<file path="config.mk">
export PLATFORM = sky130hd
export DESIGN_NAME = hermite_cubic_resampler_unit_flat
export DESIGN_NICKNAME = d
export VERILOG_FILES = /design/src/hcr_pkg.sv /design/src/hcr_in_if.sv /design/src/hcr_out_if.sv /design/src/hcr_ram.sv /design/src/hcr_horner.sv /design/src/hermite_cubic_resampler_unit.sv /design/src/flat_wrapper.sv
export SDC_FILE = /design/constraint.sdc
export NUM_CORES = 2
export LEC_CHECK = 0
export ABC_AREA = 1
export BUFFER_PORTS_ARGS = -buffer_cell sky130_fd_sc_hd__buf_2
export CORE_MARGIN = 3
export CORE_UTILIZATION = 55
export DETAILED_ROUTE_END_ITERATION = 10
export PLACE_DENSITY = 0.74
export SETUP_SLACK_MARGIN = 0.1
export SYNTH_ARGS = -nofsm -noshare
export SYNTH_HDL_FRONTEND = slang
export SYNTH_HIERARCHICAL = 1
export SYNTH_SLANG_ARGS = --single-unit
</file>
<file path="constraint.sdc">
create_clock -name i_clk -period 11.6 [get_ports i_clk]
set_input_delay 2.32 -clock i_clk [delete_from_list [all_inputs] [get_ports i_clk]]
set_output_delay 2.32 -clock i_clk [all_outputs]
set_load 0.02 [all_outputs]
</file>
<file path="src/hcr_pkg.sv">
// hcr_pkg: shared constants, types and helpers of the hermite cubic resampler
// no dependencies; used by every file of the block except hcr_ram
package hcr_pkg;

    localparam int SAMPLE_BITS  = 24;
    localparam int FRAC_BITS    = 16;
    localparam int MAX_CHANNELS = 8;
    localparam int HISTORY_TAPS = 3;
    localparam int MAX_OUT      = 16;
    localparam int STEP_BITS    = 20;
    localparam int CNT_BITS     = 4;
    localparam int CH_BITS      = 3;
    localparam int CFG_IDX_BITS = 4;
    localparam int CFG_BITS     = STEP_BITS;
    localparam int ROW_BITS     = SAMPLE_BITS * HISTORY_TAPS;
    // horner accumulator and product widths
    localparam int ACC_BITS     = 30;
    localparam int PROD_BITS    = ACC_BITS + FRAC_BITS + 1;

    localparam logic [STEP_BITS-1:0] PHASE_ONE = STEP_BITS'(1 << FRAC_BITS);
    localparam logic [STEP_BITS-1:0] MIN_STEP  = STEP_BITS'((1 << FRAC_BITS) / MAX_OUT);

    localparam logic [CFG_IDX_BITS-1:0] REG_STEP_RATIO    = CFG_IDX_BITS'(0);
    localparam logic [CFG_IDX_BITS-1:0] REG_BYPASS        = CFG_IDX_BITS'(1);
    localparam logic [CFG_IDX_BITS-1:0] REG_CHANNEL_COUNT = CFG_IDX_BITS'(2);

    localparam logic [STEP_BITS-1:0] RST_STEP_RATIO    = PHASE_ONE;
    localparam logic [CNT_BITS-1:0]  RST_CHANNEL_COUNT = CNT_BITS'(1);

    // control from the sequencer to the horner unit
    typedef struct packed {
        logic load;   // take new history and form coefficients
        logic start;  // evaluate the polynomial at the given phase
    } t_hrn_ctl;

    typedef struct packed {
        logic busy;
        logic done;
    } t_hrn_sts;

    function automatic logic [CNT_BITS-1:0] eff_channels(input logic [CNT_BITS-1:0] v);
        logic [CNT_BITS-1:0] r;
        if (v == '0) begin
            r = CNT_BITS'(1);
        end else if (v > CNT_BITS'(MAX_CHANNELS)) begin
            r = CNT_BITS'(MAX_CHANNELS);
        end else begin
            r = v;
        end
        return r;
    endfunction

endpackage

</file>
<file path="src/hcr_in_if.sv">
// hcr_in_if: input sample channel, valid/ready handshake
// depends on hcr_pkg
interface hcr_in_if;
    logic                               valid;
    logic                               ready;
    logic signed [hcr_pkg::SAMPLE_BITS-1:0] in_sample;

    modport source (output valid, output in_sample, input ready);
    modport sink   (input valid, input in_sample, output ready);
endinterface

</file>
<file path="src/hcr_out_if.sv">
// hcr_out_if: result channel, valid/ready handshake
// depends on hcr_pkg
interface hcr_out_if;
    logic                                   valid;
    logic                                   ready;
    logic signed [hcr_pkg::SAMPLE_BITS-1:0] out_sample;
    logic [hcr_pkg::CH_BITS-1:0]            out_channel;
    logic                                   last_of_run;

    modport source (output valid, output out_sample, output out_channel,
                    output last_of_run, input ready);
    modport sink   (input valid, input out_sample, input out_channel,
                    input last_of_run, output ready);
endinterface

</file>
<file path="src/hcr_ram.sv">
// hcr_ram: generic single write port, single read port ram with registered read
// no dependencies
module hcr_ram #(
    parameter int WIDTH = 8,
    parameter int DEPTH = 8
) (
    input  logic                     i_clk,
    input  logic                     i_we,
    input  logic [$clog2(DEPTH)-1:0] i_waddr,
    input  logic [WIDTH-1:0]         i_wdata,
    input  logic                     i_re,
    input  logic [$clog2(DEPTH)-1:0] i_raddr,
    output logic [WIDTH-1:0]         o_rdata
);
    logic [WIDTH-1:0] r_mem [DEPTH];
    logic [WIDTH-1:0] r_rdata;

    always_ff @(posedge i_clk) begin
        if (i_we) begin
            r_mem[i_waddr] <= i_wdata;
        end
        if (i_re) begin
            r_rdata <= r_mem[i_raddr];
        end
    end

    assign o_rdata = r_rdata;
endmodule

</file>
<file path="src/hcr_horner.sv">
// hcr_horner: catmull-rom coefficients and three-step horner evaluation on one multiplier
// depends on hcr_pkg
module hcr_horner (
    input  logic                                   i_clk,
    input  logic                                   i_rst_n,
    input  hcr_pkg::t_hrn_ctl                      i_ctl,
    input  logic signed [hcr_pkg::SAMPLE_BITS-1:0] i_h0,
    input  logic signed [hcr_pkg::SAMPLE_BITS-1:0] i_h1,
    input  logic signed [hcr_pkg::SAMPLE_BITS-1:0] i_h2,
    input  logic signed [hcr_pkg::SAMPLE_BITS-1:0] i_x,
    input  logic [hcr_pkg::FRAC_BITS-1:0]          i_phase,
    output hcr_pkg::t_hrn_sts                      o_sts,
    output logic signed [hcr_pkg::SAMPLE_BITS-1:0] o_result
);
    import hcr_pkg::*;

    typedef enum logic [2:0] {
        H_IDLE = 3'b001,
        H_MUL  = 3'b010,
        H_ADD  = 3'b100
    } t_hstate;

    localparam logic signed [ACC_BITS-1:0] SAT_HI = ACC_BITS'((1 << (SAMPLE_BITS - 1)) - 1);
    localparam logic signed [ACC_BITS-1:0] SAT_LO = -ACC_BITS'(1 << (SAMPLE_BITS - 1));
    localparam logic signed [PROD_BITS-1:0] RND_HALF = PROD_BITS'(1) <<< (FRAC_BITS - 1);

    t_hstate r_state, n_state;
    logic [1:0] r_k, n_k;
    logic r_done, n_done;
    logic signed [ACC_BITS-1:0] r_c3, r_c2, r_c1, r_c0;
    logic signed [ACC_BITS-1:0] r_acc, n_acc;
    logic signed [PROD_BITS-1:0] r_prod;
    logic [FRAC_BITS-1:0] r_p;

    logic signed [ACC_BITS-1:0] h0e, h1e, h2e, xe, d12;
    logic signed [ACC_BITS-1:0] coef;
    logic signed [PROD_BITS-1:0] acc_ext, p_ext, prod, rnd;
    logic signed [ACC_BITS:0] half_sum;
    logic signed [ACC_BITS-1:0] q;

    assign h0e = ACC_BITS'(i_h0);
    assign h1e = ACC_BITS'(i_h1);
    assign h2e = ACC_BITS'(i_h2);
    assign xe  = ACC_BITS'(i_x);
    assign d12 = h1e - h2e;

    assign acc_ext = PROD_BITS'(r_acc);
    assign p_ext   = $signed({{(PROD_BITS-FRAC_BITS){1'b0}}, r_p});
    assign prod    = acc_ext * p_ext;
    assign rnd     = r_prod + RND_HALF;

    always_comb begin
        case (r_k)
            2'd0:    coef = r_c2;
            2'd1:    coef = r_c1;
            default: coef = r_c0;
        endcase
    end

    always_comb begin
        n_state = r_state;
        n_k     = r_k;
        n_acc   = r_acc;
        n_done  = 1'b0;
        case (r_state)
            H_IDLE: begin
                if (i_ctl.start) begin
                    n_acc   = r_c3;
                    n_k     = 2'd0;
                    n_state = H_MUL;
                end
            end
            H_MUL: begin
                n_state = H_ADD;
            end
            H_ADD: begin
                n_acc = rnd[FRAC_BITS +: ACC_BITS] + coef;
                if (r_k == 2'd2) begin
                    n_done  = 1'b1;
                    n_state = H_IDLE;
                end else begin
                    n_k     = r_k + 2'd1;
                    n_state = H_MUL;
                end
            end
            default: n_state = H_IDLE;
        endcase
    end

    always_ff @(posedge i_clk) begin
        if (!i_rst_n) begin
            r_state <= H_IDLE;
            r_done  <= 1'b0;
            r_k     <= 2'd0;
        end else begin
            r_state <= n_state;
            r_done  <= n_done;
            r_k     <= n_k;
        end
    end

    always_ff @(posedge i_clk) begin
        r_acc  <= n_acc;
        r_prod <= prod;
        if (i_ctl.start && r_state == H_IDLE) begin
            r_p <= i_phase;
        end
        // coefficients held doubled so that they stay integer
        if (i_ctl.load) begin
            r_c3 <= (xe - h0e) + (d12 <<< 1) + d12;
            r_c2 <= (h0e <<< 1) - (h1e <<< 2) - h1e + (h2e <<< 2) - xe;
            r_c1 <= h2e - h0e;
            r_c0 <= h1e <<< 1;
        end
    end

    // undo the doubling with round half up, then saturate
    assign half_sum = {r_acc[ACC_BITS-1], r_acc} + (ACC_BITS+1)'(1);
    assign q        = half_sum[ACC_BITS:1];

    always_comb begin
        if (q > SAT_HI) begin
            o_result = SAMPLE_BITS'(SAT_HI);
        end else if (q < SAT_LO) begin
            o_result = SAMPLE_BITS'(SAT_LO);
        end else begin
            o_result = q[SAMPLE_BITS-1:0];
        end
    end

    assign o_sts.busy = (r_state != H_IDLE);
    assign o_sts.done = r_done;
endmodule

</file>
<file path="src/hermite_cubic_resampler_unit.sv">
// hermite_cubic_resampler_unit: top level, sequencer, history memory and output register
// depends on hcr_pkg, hcr_in_if, hcr_out_if, hcr_ram, hcr_horner
//
// Streams interleaved samples, one per transfer, and emits zero to sixteen
// interpolated results per sample through a registered output. History rows
// (three samples per channel) sit in a small ram read and written once per
// sample; per-row valid bits make the history read as zero after reset or a
// channel count change. One sample is processed at a time: each result runs
// three multiply and round steps on one shared multiplier plus handoff and
// emit steps, a bypass sample skips the multiplier, and output stalls hold
// the sample longer.
// Configuration writes are taken at any time but must only be issued while idle.
module hermite_cubic_resampler_unit (
    input  logic                                i_clk,
    input  logic                                i_rst_n,
    hcr_in_if.sink                              i_smp,
    hcr_out_if.source                           o_res,
    input  logic                                i_cfg_we,
    input  logic [hcr_pkg::CFG_IDX_BITS-1:0]    i_cfg_idx,
    input  logic [hcr_pkg::CFG_BITS-1:0]        i_cfg_data
);
    import hcr_pkg::*;

    typedef enum logic [6:0] {
        S_IDLE = 7'b0000001,
        S_READ = 7'b0000010,
        S_EVAL = 7'b0000100,
        S_WAIT = 7'b0001000,
        S_EMIT = 7'b0010000,
        S_WB   = 7'b0100000,
        S_SPARE = 7'b1000000
    } t_state;

    t_state r_state, n_state;

    logic [STEP_BITS-1:0] r_step;
    logic                 r_bypass;
    logic [CNT_BITS-1:0]  r_chan_cnt;
    logic [STEP_BITS-1:0] r_phase, n_phase;
    logic [CH_BITS-1:0]   r_ch, n_ch;
    logic [MAX_CHANNELS-1:0] r_row_valid;
    logic signed [SAMPLE_BITS-1:0] r_x;
    logic [ROW_BITS-1:0]  r_row;
    // one bit wider than the step so that a phase plus a large step cannot wrap
    logic [STEP_BITS:0]   r_p, n_p;

    logic                          r_out_valid, n_out_valid;
    logic signed [SAMPLE_BITS-1:0] r_out_sample, n_out_sample;
    logic [CH_BITS-1:0]            r_out_channel, n_out_channel;
    logic                          r_out_last, n_out_last;

    logic                 accept, out_free, emit_now, frame_end, last_res;
    logic [STEP_BITS-1:0] eff_step;
    logic [STEP_BITS:0]   p_next;
    logic [ROW_BITS-1:0]  rd_row, hist_row;
    logic                 ram_we;
    logic [ROW_BITS-1:0]  wr_row;
    t_hrn_ctl             hrn_ctl;
    t_hrn_sts             hrn_sts;
    logic signed [SAMPLE_BITS-1:0] hrn_result;
    logic                 cfg_cnt_change;
    logic [CNT_BITS-1:0]  cfg_cnt_new;

    assign accept   = i_smp.valid && i_smp.ready;
    assign i_smp.ready = (r_state == S_IDLE);
    assign eff_step = (r_step < MIN_STEP) ? MIN_STEP : r_step;
    assign p_next   = r_p + (STEP_BITS+1)'(eff_step);
    assign last_res = r_bypass || (p_next >= (STEP_BITS+1)'(PHASE_ONE));
    assign out_free = !r_out_valid || o_res.ready;
    assign emit_now = (r_state == S_EMIT) && out_free;
    assign frame_end = ({1'b0, r_ch} + CNT_BITS'(1)) >= eff_channels(r_chan_cnt);

    // a row never written since reset or a count change reads as zero
    assign hist_row = r_row_valid[r_ch] ? rd_row : '0;
    assign wr_row   = {r_x, r_row[ROW_BITS-1 -: SAMPLE_BITS],
                       r_row[SAMPLE_BITS +: SAMPLE_BITS]};
    assign ram_we   = (r_state == S_WB);

    assign cfg_cnt_new    = i_cfg_data[CNT_BITS-1:0];
    assign cfg_cnt_change = i_cfg_we && (i_cfg_idx == REG_CHANNEL_COUNT) &&
                            (eff_channels(cfg_cnt_new) != eff_channels(r_chan_cnt));

    hcr_ram #(
        .WIDTH (ROW_BITS),
        .DEPTH (MAX_CHANNELS)
    ) u_hist_ram (
        .i_clk   (i_clk),
        .i_we    (ram_we),
        .i_waddr (r_ch),
        .i_wdata (wr_row),
        .i_re    (accept),
        .i_raddr (r_ch),
        .o_rdata (rd_row)
    );

    assign hrn_ctl.load  = (r_state == S_READ);
    assign hrn_ctl.start = (r_state == S_EVAL);

    hcr_horner u_horner (
        .i_clk    (i_clk),
        .i_rst_n  (i_rst_n),
        .i_ctl    (hrn_ctl),
        .i_h0     (hist_row[SAMPLE_BITS-1:0]),
        .i_h1     (hist_row[SAMPLE_BITS +: SAMPLE_BITS]),
        .i_h2     (hist_row[ROW_BITS-1 -: SAMPLE_BITS]),
        .i_x      (r_x),
        .i_phase  (r_p[FRAC_BITS-1:0]),
        .o_sts    (hrn_sts),
        .o_result (hrn_result)
    );

    always_comb begin
        n_state = r_state;
        n_p     = r_p;
        n_phase = r_phase;
        n_ch    = r_ch;
        case (r_state)
            S_IDLE: begin
                if (accept) begin
                    n_state = S_READ;
                end
            end
            S_READ: begin
                n_p = (STEP_BITS+1)'(r_phase);
                if (r_bypass) begin
                    n_state = S_EMIT;
                end else if (r_phase < PHASE_ONE) begin
                    n_state = S_EVAL;
                end else begin
                    n_state = S_WB;
                end
            end
            S_EVAL: begin
                n_state = S_WAIT;
            end
            S_WAIT: begin
                if (hrn_sts.done) begin
                    n_state = S_EMIT;
                end
            end
            S_EMIT: begin
                if (out_free) begin
                    n_p     = p_next;
                    n_state = last_res ? S_WB : S_EVAL;
                end
            end
            S_WB: begin
                if (r_bypass) begin
                    n_phase = '0;
                end else if (frame_end) begin
                    // r_p now holds the first phase at or past one frame
                    n_phase = STEP_BITS'(r_p - (STEP_BITS+1)'(PHASE_ONE));
                end
                n_ch    = frame_end ? '0 : r_ch + CH_BITS'(1);
                n_state = S_IDLE;
            end
            default: n_state = S_IDLE;
        endcase
    end

    always_comb begin
        n_out_valid   = r_out_valid;
        n_out_sample  = r_out_sample;
        n_out_channel = r_out_channel;
        n_out_last    = r_out_last;
        if (emit_now) begin
            n_out_valid   = 1'b1;
            n_out_sample  = r_bypass ? r_x : hrn_result;
            n_out_channel = r_ch;
            n_out_last    = last_res;
        end else if (o_res.ready) begin
            n_out_valid = 1'b0;
        end
    end

    always_ff @(posedge i_clk) begin
        if (!i_rst_n) begin
            r_state     <= S_IDLE;
            r_step      <= RST_STEP_RATIO;
            r_bypass    <= 1'b1;
            r_chan_cnt  <= RST_CHANNEL_COUNT;
            r_phase     <= '0;
            r_ch        <= '0;
            r_row_valid <= '0;
            r_out_valid <= 1'b0;
        end else begin
            r_state     <= n_state;
            r_phase     <= n_phase;
            r_out_valid <= n_out_valid;
            if (cfg_cnt_change) begin
                r_row_valid <= '0;
            end else if (ram_we) begin
                r_row_valid[r_ch] <= 1'b1;
            end
            r_ch <= cfg_cnt_change ? '0 : n_ch;
            if (i_cfg_we) begin
                case (i_cfg_idx)
                    REG_STEP_RATIO:    r_step     <= i_cfg_data[STEP_BITS-1:0];
                    REG_BYPASS:        r_bypass   <= i_cfg_data[0];
                    REG_CHANNEL_COUNT: r_chan_cnt <= cfg_cnt_new;
                    default:           ;
                endcase
            end
        end
    end

    always_ff @(posedge i_clk) begin
        r_p           <= n_p;
        r_out_sample  <= n_out_sample;
        r_out_channel <= n_out_channel;
        r_out_last    <= n_out_last;
        if (accept) begin
            r_x <= i_smp.in_sample;
        end
        if (r_state == S_READ) begin
            r_row <= hist_row;
        end
    end

    assign o_res.valid       = r_out_valid;
    assign o_res.out_sample  = r_out_sample;
    assign o_res.out_channel = r_out_channel;
    assign o_res.last_of_run = r_out_last;
endmodule

</file>
<file path="src/flat_wrapper.sv">
// flat-port wrapper written by rule: the top's interface ports become plain ports
module hermite_cubic_resampler_unit_flat import hcr_pkg::*;
  (i_clk, i_rst_n, i_cfg_we, i_cfg_idx, i_cfg_data, i_smp_valid, i_smp_in_sample, i_smp_ready, o_res_valid, o_res_out_sample, o_res_out_channel, o_res_last_of_run, o_res_ready);
  hcr_in_if i_smp_i ();
  hcr_out_if o_res_i ();
  input  logic i_clk;
  input  logic i_rst_n;
  input  logic i_cfg_we;
  input  logic [hcr_pkg::CFG_IDX_BITS-1:0] i_cfg_idx;
  input  logic [hcr_pkg::CFG_BITS-1:0] i_cfg_data;
  input wire logic [$bits(i_smp_i.valid)-1:0] i_smp_valid;
  input wire logic [$bits(i_smp_i.in_sample)-1:0] i_smp_in_sample;
  output wire logic [$bits(i_smp_i.ready)-1:0] i_smp_ready;
  output wire logic [$bits(o_res_i.valid)-1:0] o_res_valid;
  output wire logic [$bits(o_res_i.out_sample)-1:0] o_res_out_sample;
  output wire logic [$bits(o_res_i.out_channel)-1:0] o_res_out_channel;
  output wire logic [$bits(o_res_i.last_of_run)-1:0] o_res_last_of_run;
  input wire logic [$bits(o_res_i.ready)-1:0] o_res_ready;
  assign i_smp_i.valid = i_smp_valid;
  assign i_smp_i.in_sample = i_smp_in_sample;
  assign i_smp_ready = i_smp_i.ready;
  assign o_res_valid = o_res_i.valid;
  assign o_res_out_sample = o_res_i.out_sample;
  assign o_res_out_channel = o_res_i.out_channel;
  assign o_res_last_of_run = o_res_i.last_of_run;
  assign o_res_i.ready = o_res_ready;
  hermite_cubic_resampler_unit u_core (.i_clk(i_clk), .i_rst_n(i_rst_n), .i_smp(i_smp_i), .o_res(o_res_i), .i_cfg_we(i_cfg_we), .i_cfg_idx(i_cfg_idx), .i_cfg_data(i_cfg_data));
endmodule
</file>
Yosys cells after proc, flatten, opt, wreduce, memory -nomap -nowiden
Memories as Yosys holds them, arrays and structs flattened. A register that Yosys moved wholly into a read port is not among the register bits.
Cells that the tools add are included.
{"block": "word_totals", "register_bits": 421, "in_bits": 53, "n_memories": 1, "word_cells": 140, "ramBits": 576}
{"name": "u_core.u_hist_ram.r_mem", "words": 8, "word_bits": 72, "read_ports": 1, "rd_clocked_by_memory_dff": 1, "write_ports": 1, "line": "hcr_ram.sv:15", "source": "logic [WIDTH-1:0] r_mem [DEPTH];"}
{"block": "op_classes", "reduce_logical": 27, "order_cmp": 10, "mul": 1, "n_mux": 39, "add_sub_neg": 17, "bitwise_logic": 2, "eq_ne": 19}
{"cell": "$pmux 30 s2", "count": 2}
{"cell": "$sub 24x24->25", "count": 3}
{"cell": "$mux 24", "count": 3}
{"cell": "$mux 72", "count": 1}
{"cell": "$mux 20", "count": 3}
{"cell": "$add 46x17->46 const B", "count": 1}
{"cell": "$mul 30x17->46", "count": 1}
{"cell": "$pmux 21 s2", "count": 1}
{"cell": "$pmux 7 s5", "count": 1}
{"cell": "$add 30x2->31 const B", "count": 1}
{"cell": "$add 30x30->30", "count": 1}
{"cell": "$gt 30x24->1 const B", "count": 1}
{"cell": "$lt 30x24->1 const B", "count": 1}
{"cell": "$mux 30", "count": 1}
{"cell": "$sub 29x24->30", "count": 1}
{"cell": "$add 28x26->29", "count": 1}
{"cell": "$add 27x25->28", "count": 1}
{"cell": "$mux 7", "count": 4}
{"cell": "$sub 27x24->28", "count": 1}
{"cell": "$add 25x26->27", "count": 1}
{"cell": "$sub 25x26->27", "count": 1}
{"cell": "$add 21x20->21", "count": 1}
{"cell": "$ge 21x17->1 const B", "count": 1}
{"cell": "$mux 21", "count": 1}
{"cell": "other kinds (46)", "count": 81}

Logic depth before layout (Yosys ltp)
{"block": "depth", "depth_word": 8, "depth_mapped": 32}

Modules after synthesis
Netlist, hierarchy kept.
{"module": "hcr_horner", "cells_per_inst": 4784, "area_each_um2": 36687.7, "n_inst": 1}
{"module": "hcr_ram", "cells_per_inst": 2577, "area_each_um2": 27286.2, "n_inst": 1}
{"module": "hermite_cubic_resampler_unit", "cells_per_inst": 1028, "area_each_um2": 8827.2, "n_inst": 1}

Worst setup path before layout
No wires, ideal clock.
{"block": "synth_timing", "kind": "register to register", "startpoint": "register u_core.r_state[2]", "endpoint": "register u_core.r_p[0], enable pin", "stages_incl_launch_ff": 6, "setup_ns": 0.428, "arrival_time_ns": 10.820, "slack_ns": 0.351, "path_buffers": 0, "cell_sequence": "dfxtp_1 > nor2_1 > inv_1 > nor4_2 > inv_1 > o21ai_0"}
{"item": "from (decl)", "line": "hermite_cubic_resampler_unit.sv:34", "source": "t_state r_state, n_state;"}
{"item": "from (signal assigned)", "line": "hermite_cubic_resampler_unit.sv:187", "source": "r_state <= n_state;"}
{"item": "to (signal assigned)", "line": "hermite_cubic_resampler_unit.sv:208", "source": "r_p <= n_p;"}
{"item": "to (decl)", "line": "hermite_cubic_resampler_unit.sv:45", "source": "logic [STEP_BITS:0] r_p, n_p;"}

Worst setup path after layout
{"block": "layout_timing", "startpoint": "register u_core.r_ch[0]", "endpoint": "register u_core.u_horner.r_c3[19] (data pin)"}
{"block": "layout_between", "elab_chain_len": 6, "elab_cells_between_ends": 7, "cone_classes": "add/sub: 4; mux: 3"}
{"item": "from (decl)", "line": "hermite_cubic_resampler_unit.sv:40", "source": "logic [CH_BITS-1:0] r_ch, n_ch;"}
{"item": "from (signal assigned)", "line": "hermite_cubic_resampler_unit.sv:195", "source": "r_ch <= cfg_cnt_change ? '0 : n_ch;"}
{"item": "$bmux 1 s3 *", "line": "hermite_cubic_resampler_unit.sv:74", "source": "assign hist_row = r_row_valid[r_ch] ? rd_row : '0;"}
{"item": "$mux 1 (implied by the code) *", "line": "hermite_cubic_resampler_unit.sv:74"}
{"item": "$mux 72 *", "line": "hermite_cubic_resampler_unit.sv:74"}
{"item": "named net u_core.hist_row[24]", "line": "hermite_cubic_resampler_unit.sv:55", "source": "logic [ROW_BITS-1:0] rd_row, hist_row;"}
{"item": "$sub 24x24->25 *", "line": "hcr_horner.sv:45", "source": "assign d12 = h1e - h2e;"}
{"item": "$add 25x26->27", "line": "hcr_horner.sv:110", "source": "r_c3 <= (xe - h0e) + (d12 <<< 1) + d12;"}
{"item": "$add 27x25->28 *", "line": "hcr_horner.sv:110"}
{"item": "to (signal assigned)", "line": "hcr_horner.sv:110"}
{"item": "to (decl)", "line": "hcr_horner.sv:30", "source": "logic signed [ACC_BITS-1:0] r_c3, r_c2, r_c1, r_c0;"}
Mark *: on every way through the listed nets, which the timed path passes. The rest lies on a longest branch. The select of a mux whose other input is x is not followed.
A chain may end at the register's enable or synchronous reset.

==> results.yml <==
sta:
  clock_skew_ns: 0.0416
  setup_viol: 0
  max-slew-margin-rel: 0.167
  finalHoldViolations: 0
  min_period_ns: 7.68
  fmax_mhz: 130
  rsz0062_at_grt: "false"
  finalCritPeriodShare: 0.662
  slew_viol_final: 0
  fin_ws_ns: 3.92
  worst_slew_pin_slew_ns: 1.25
  tns_ns: 0
floorplan:
  core_area_um2: 130000
  rows: 132
  die-area_um2: 137000
  start_util: 0.558
  die_w_um: 370
  num_io_pins: 83
  die_h_um: 370
grt:
  overflow: 0
  grt_pass1_wl_um: 326000
  grt_pass1_vias: 55800
  track_usage: 0.313
  grt_max_degree: 158
  antenna_found_initial: 3
clock_tree:
  cts_inserted_buffers: 103
  post_cts_resized: 0
  clk_path_buf_depth: 3
  cts-htree-levels: 3
  clkSlewWorstSetupHoldPaths_ns: 0.06
  root_buffer: "clkbuf_16"
  cts_tree: "built"
  clk_latency_ns: 0.73
  post_cts_buffers: 0
  postCtsHoldBufs: 0
  clkSinkCount: 1022
pwr:
  pwr-share-clk: 0.408
  p_leak_nw: 38.0
  seq_power_share: 0.504
  p_comb_frac: 0.088
  vdd.ir_drop.worst_v: 0.000146
  p_per_area_nw_per_um2: 104
  swShare: 0.241
  power.internal_mw: 6.21
  netSwitchingPower_mw: 1.97
min_path:
  whs_endpoint: "u_core/r_phase[13]$_SDFFE_PN0P_"
  hold_class: "flop to flop"
  whs_path_depth: 2
  hold_path.startpoint: "u_core/r_phase[13]$_SDFFE_PN0P_"
layout:
  area_growth_pct: 7.51
  layoutNonFillerInstCount: 10200
  final_nets: 9318
  drive_above_1_share: 0.0490
yosys:
  synth_top_cells_by_area: "edfxtp_1, fa_1, nand2_1, inv_1, ha_1"
  synth_warnings: 6
  yosysTopAreaCell: "edfxtp_1"
  synthFlopType: "edfxtp_1"
  synthCells: 8389
  synth_area_um2: 72800
  yosysMostFrequentCell: "nand2_1"
  synth-async-reset-ratio: 0
  ys_ff_latch: 1022
  syn_nets: 9303
  synth_common_cells: "nand2_1, inv_1, edfxtp_1, fa_1, nand3_1"
  seq_area_frac_synth: 0.408
  yosys.area.top_type_share: 0.380
  yosysUniqueCellTypes: 58
  syn_avg_cell_area_um2: 8.68
  synth_edf_count: 922
critical_path:
  reg2reg_from: "u_core/r_ch[0]$_SDFFE_PP0P_"
  cp_max_fo: 71
  rrSetupSlack_ns: 3.92
  required_ns: 12.07
  critPathKind: "flop to flop"
  crit_arrival_ns: 8.16
  cp-start-kind: "flop"
  rr_endpoint: "u_core/u_horner/r_c3[19]$_DFFE_PP_"
  endpoint_kind: "flop"
  rr_worst_depth: 25
route:
  vias: 56000
  wl_per_cell_um: 20.8
  postRouteAntennaNets: 0
  finalWirelength_um: 212000
  drtPass1Iterations: 6
  drt_iter0_markers: 5652
  drc_errors: 0
  post_drt_via_cell_ratio: 5.47
placement:
  dp_slack_ns: 4.07
  io_buffers: 82
  dp_hpwl_um: 157000
  place_congestion: 1.03
  dp.cells: 10000
status:
  outcome: "finished, final reports clean"
run:
  maxCapViolCount: 0
==> stage by stage <==
stage / hold slack, ns / instance area, um2 / total power [mW] / utilization
after global placement: 0.443 / 74900 / 4.90 / 0.574
after CTS: 0.465 / 78300 / 8.21 / 0.600
after detailed placement: 0.456 / 74900 / 4.90 / 0.574
after floorplan: 0.430 / 72800 / 4.62 / -
after global routing: 0.481 / 78300 / 8.44 / 0.600
final: 0.468 / 78300 / 8.18 / 0.600
==> routing by layer <==
layer	vias up	global-route usage	wire length, um
met5	-	0	13
met4	2	0.123	8630
met3	445	0.0548	20000
met2	2656	0.497	97500
met1	27100	0.431	86100
li1	25800	-	-
==> sequential cells by signal, summed over array words and instances, names as in the netlist, 2 cells and up <==
signal                     flops
u_core/r_row                  48
u_core/u_horner/r_prod        31
u_core/r_chan_cnt              4
u_core/r_phase                20
u_core/r_ch                    3
u_core/u_horner/r_c2          30
u_core/u_horner/r_c1          25
u_core/u_hist_ram/r_mem      576
u_core/u_horner/r_c0          24
u_core/u_horner/r_k            2
u_core/o_res.out_sample       24
u_core/u_horner/r_c3          28
u_core/o_res.out_channel       3
u_core/r_x                    24
u_core/u_hist_ram/o_rdata     72
u_core/u_horner/r_p           16
u_core/r_step                 20
u_core/r_p                    21
u_core/r_state                 6
u_core/r_row_valid             8
u_core/u_horner/r_acc         30
u_core/u_horner/r_state        3
==> layout make-up <==
class | instances | area, um2
well taps | 1742 | 2180
repair buffers | 188 | 1230
multi-input cells | 5190 | 34600
inverters | 1899 | 7140
diodes | 1 | 2.50
fillers | 11100 | 52200
flip-flops and latches | 1022 | 29700
clock buffers | 129 | 2770
clock inverters | 59 | 616
==> power groups by stage <==
stage | Combinational (mW) | Clock (mW) | Sequential [mW]
after CTS | 0.706 | 3.39 | 4.12
after global routing | 0.789 | 3.53 | 4.12
final | 0.721 | 3.34 | 4.12
after floorplan | 0.448 | 0 | 4.18
after detailed placement | 0.700 | 0 | 4.20
after global placement | 0.701 | 0 | 4.20
==> logic make-up (layout without fill, tap and decap cells) <==
family | count (synthesis) | after routing | synth area share
compound gates | 591 | 591 | 0.0445
xor+xnor | 187 | 187 | 0.0225
fa+ha+maj | 861 | 861 | 0.208
buf+inv | 2177 | 2275 | 0.118
flops | 1022 | 1022 | 0.408
other cells | 0 | 1 | 0
simple gates | 3551 | 3551 | 0.199
==> worst max-delay path, stage by stage, from the launching register on <==
cell,delay (ns)
dfxtp_4,0.90
nor3_1,0.18
and2_0,0.20
a221o_1,0.28
a21oi_2,0.12
nand4_2,0.17
inv_4,0.51
nor2_1,0.19
inv_1,0.19
ha_1,0.22
inv_1,0.08
fa_1,0.42
a21oi_1,0.41
o21ai_0,0.28
nand2_1,0.14
nand2_1,0.08
xor2_1,0.36
fa_1,0.51
fa_1,0.49
ha_1,0.46
nand2_1,0.22
nor2_1,0.20
nand2_1,0.07
o21ai_0,0.38
a21oi_1,0.15
xnor2_1,0.15
==> how the worst max path moves through the flow <==
| stage | cells past startpoint | endpoint | from | slack (ns) |
|---|---|---|---|---|
| final | 25 | u_core/u_horner/r_c3[19]$_DFFE_PP_ | u_core/r_ch[0]$_SDFFE_PP0P_ | 3.92 |
| after floorplan | 5 | u_core/r_p[0]$_DFFE_PP_ | u_core/r_state[2]$_SDFFE_PN0P_ | 0.35 |
| after global placement | 25 | u_core/u_horner/r_c3[19]$_DFFE_PP_ | u_core/r_ch[0]$_SDFFE_PP0P_ | 4.11 |
| after detailed placement | 25 | u_core/u_horner/r_c3[19]$_DFFE_PP_ | u_core/r_ch[0]$_SDFFE_PP0P_ | 4.07 |
| after global routing | 26 | u_core/u_horner/r_c3[18]$_DFFE_PP_ | u_core/r_ch[0]$_SDFFE_PP0P_ | 3.54 |
| after CTS | 25 | u_core/u_horner/r_c3[19]$_DFFE_PP_ | u_core/r_ch[0]$_SDFFE_PP0P_ | 3.97 |
==> cells in the final DEF (no fill, tap or decap), types with 6 or more instances in the layout <==
cell,n
clkbuf_1,20
nand4_1,62
o211ai_1,7
buf_4,104
inv_1,1892
o21ai_0,183
nand3_1,498
nand2_1,2421
o21a_1,7
ha_1,277
dfxtp_1,97
a31oi_1,17
nor4_1,10
nor3_1,69
clkinv_2,21
a21o_1,29
bufinv_16,10
a21boi_0,12
or2_2,6
xor2_1,109
fa_1,584
nor2_2,16
o21bai_1,21
edfxtp_1,922
nor2_4,13
xnor2_1,78
nor2_1,412
nand2_2,12
clkbuf_16,106
nand3b_1,9
clkinv_1,15
buf_2,82
a21oi_1,288
Power figures use the tool's default switching activity.
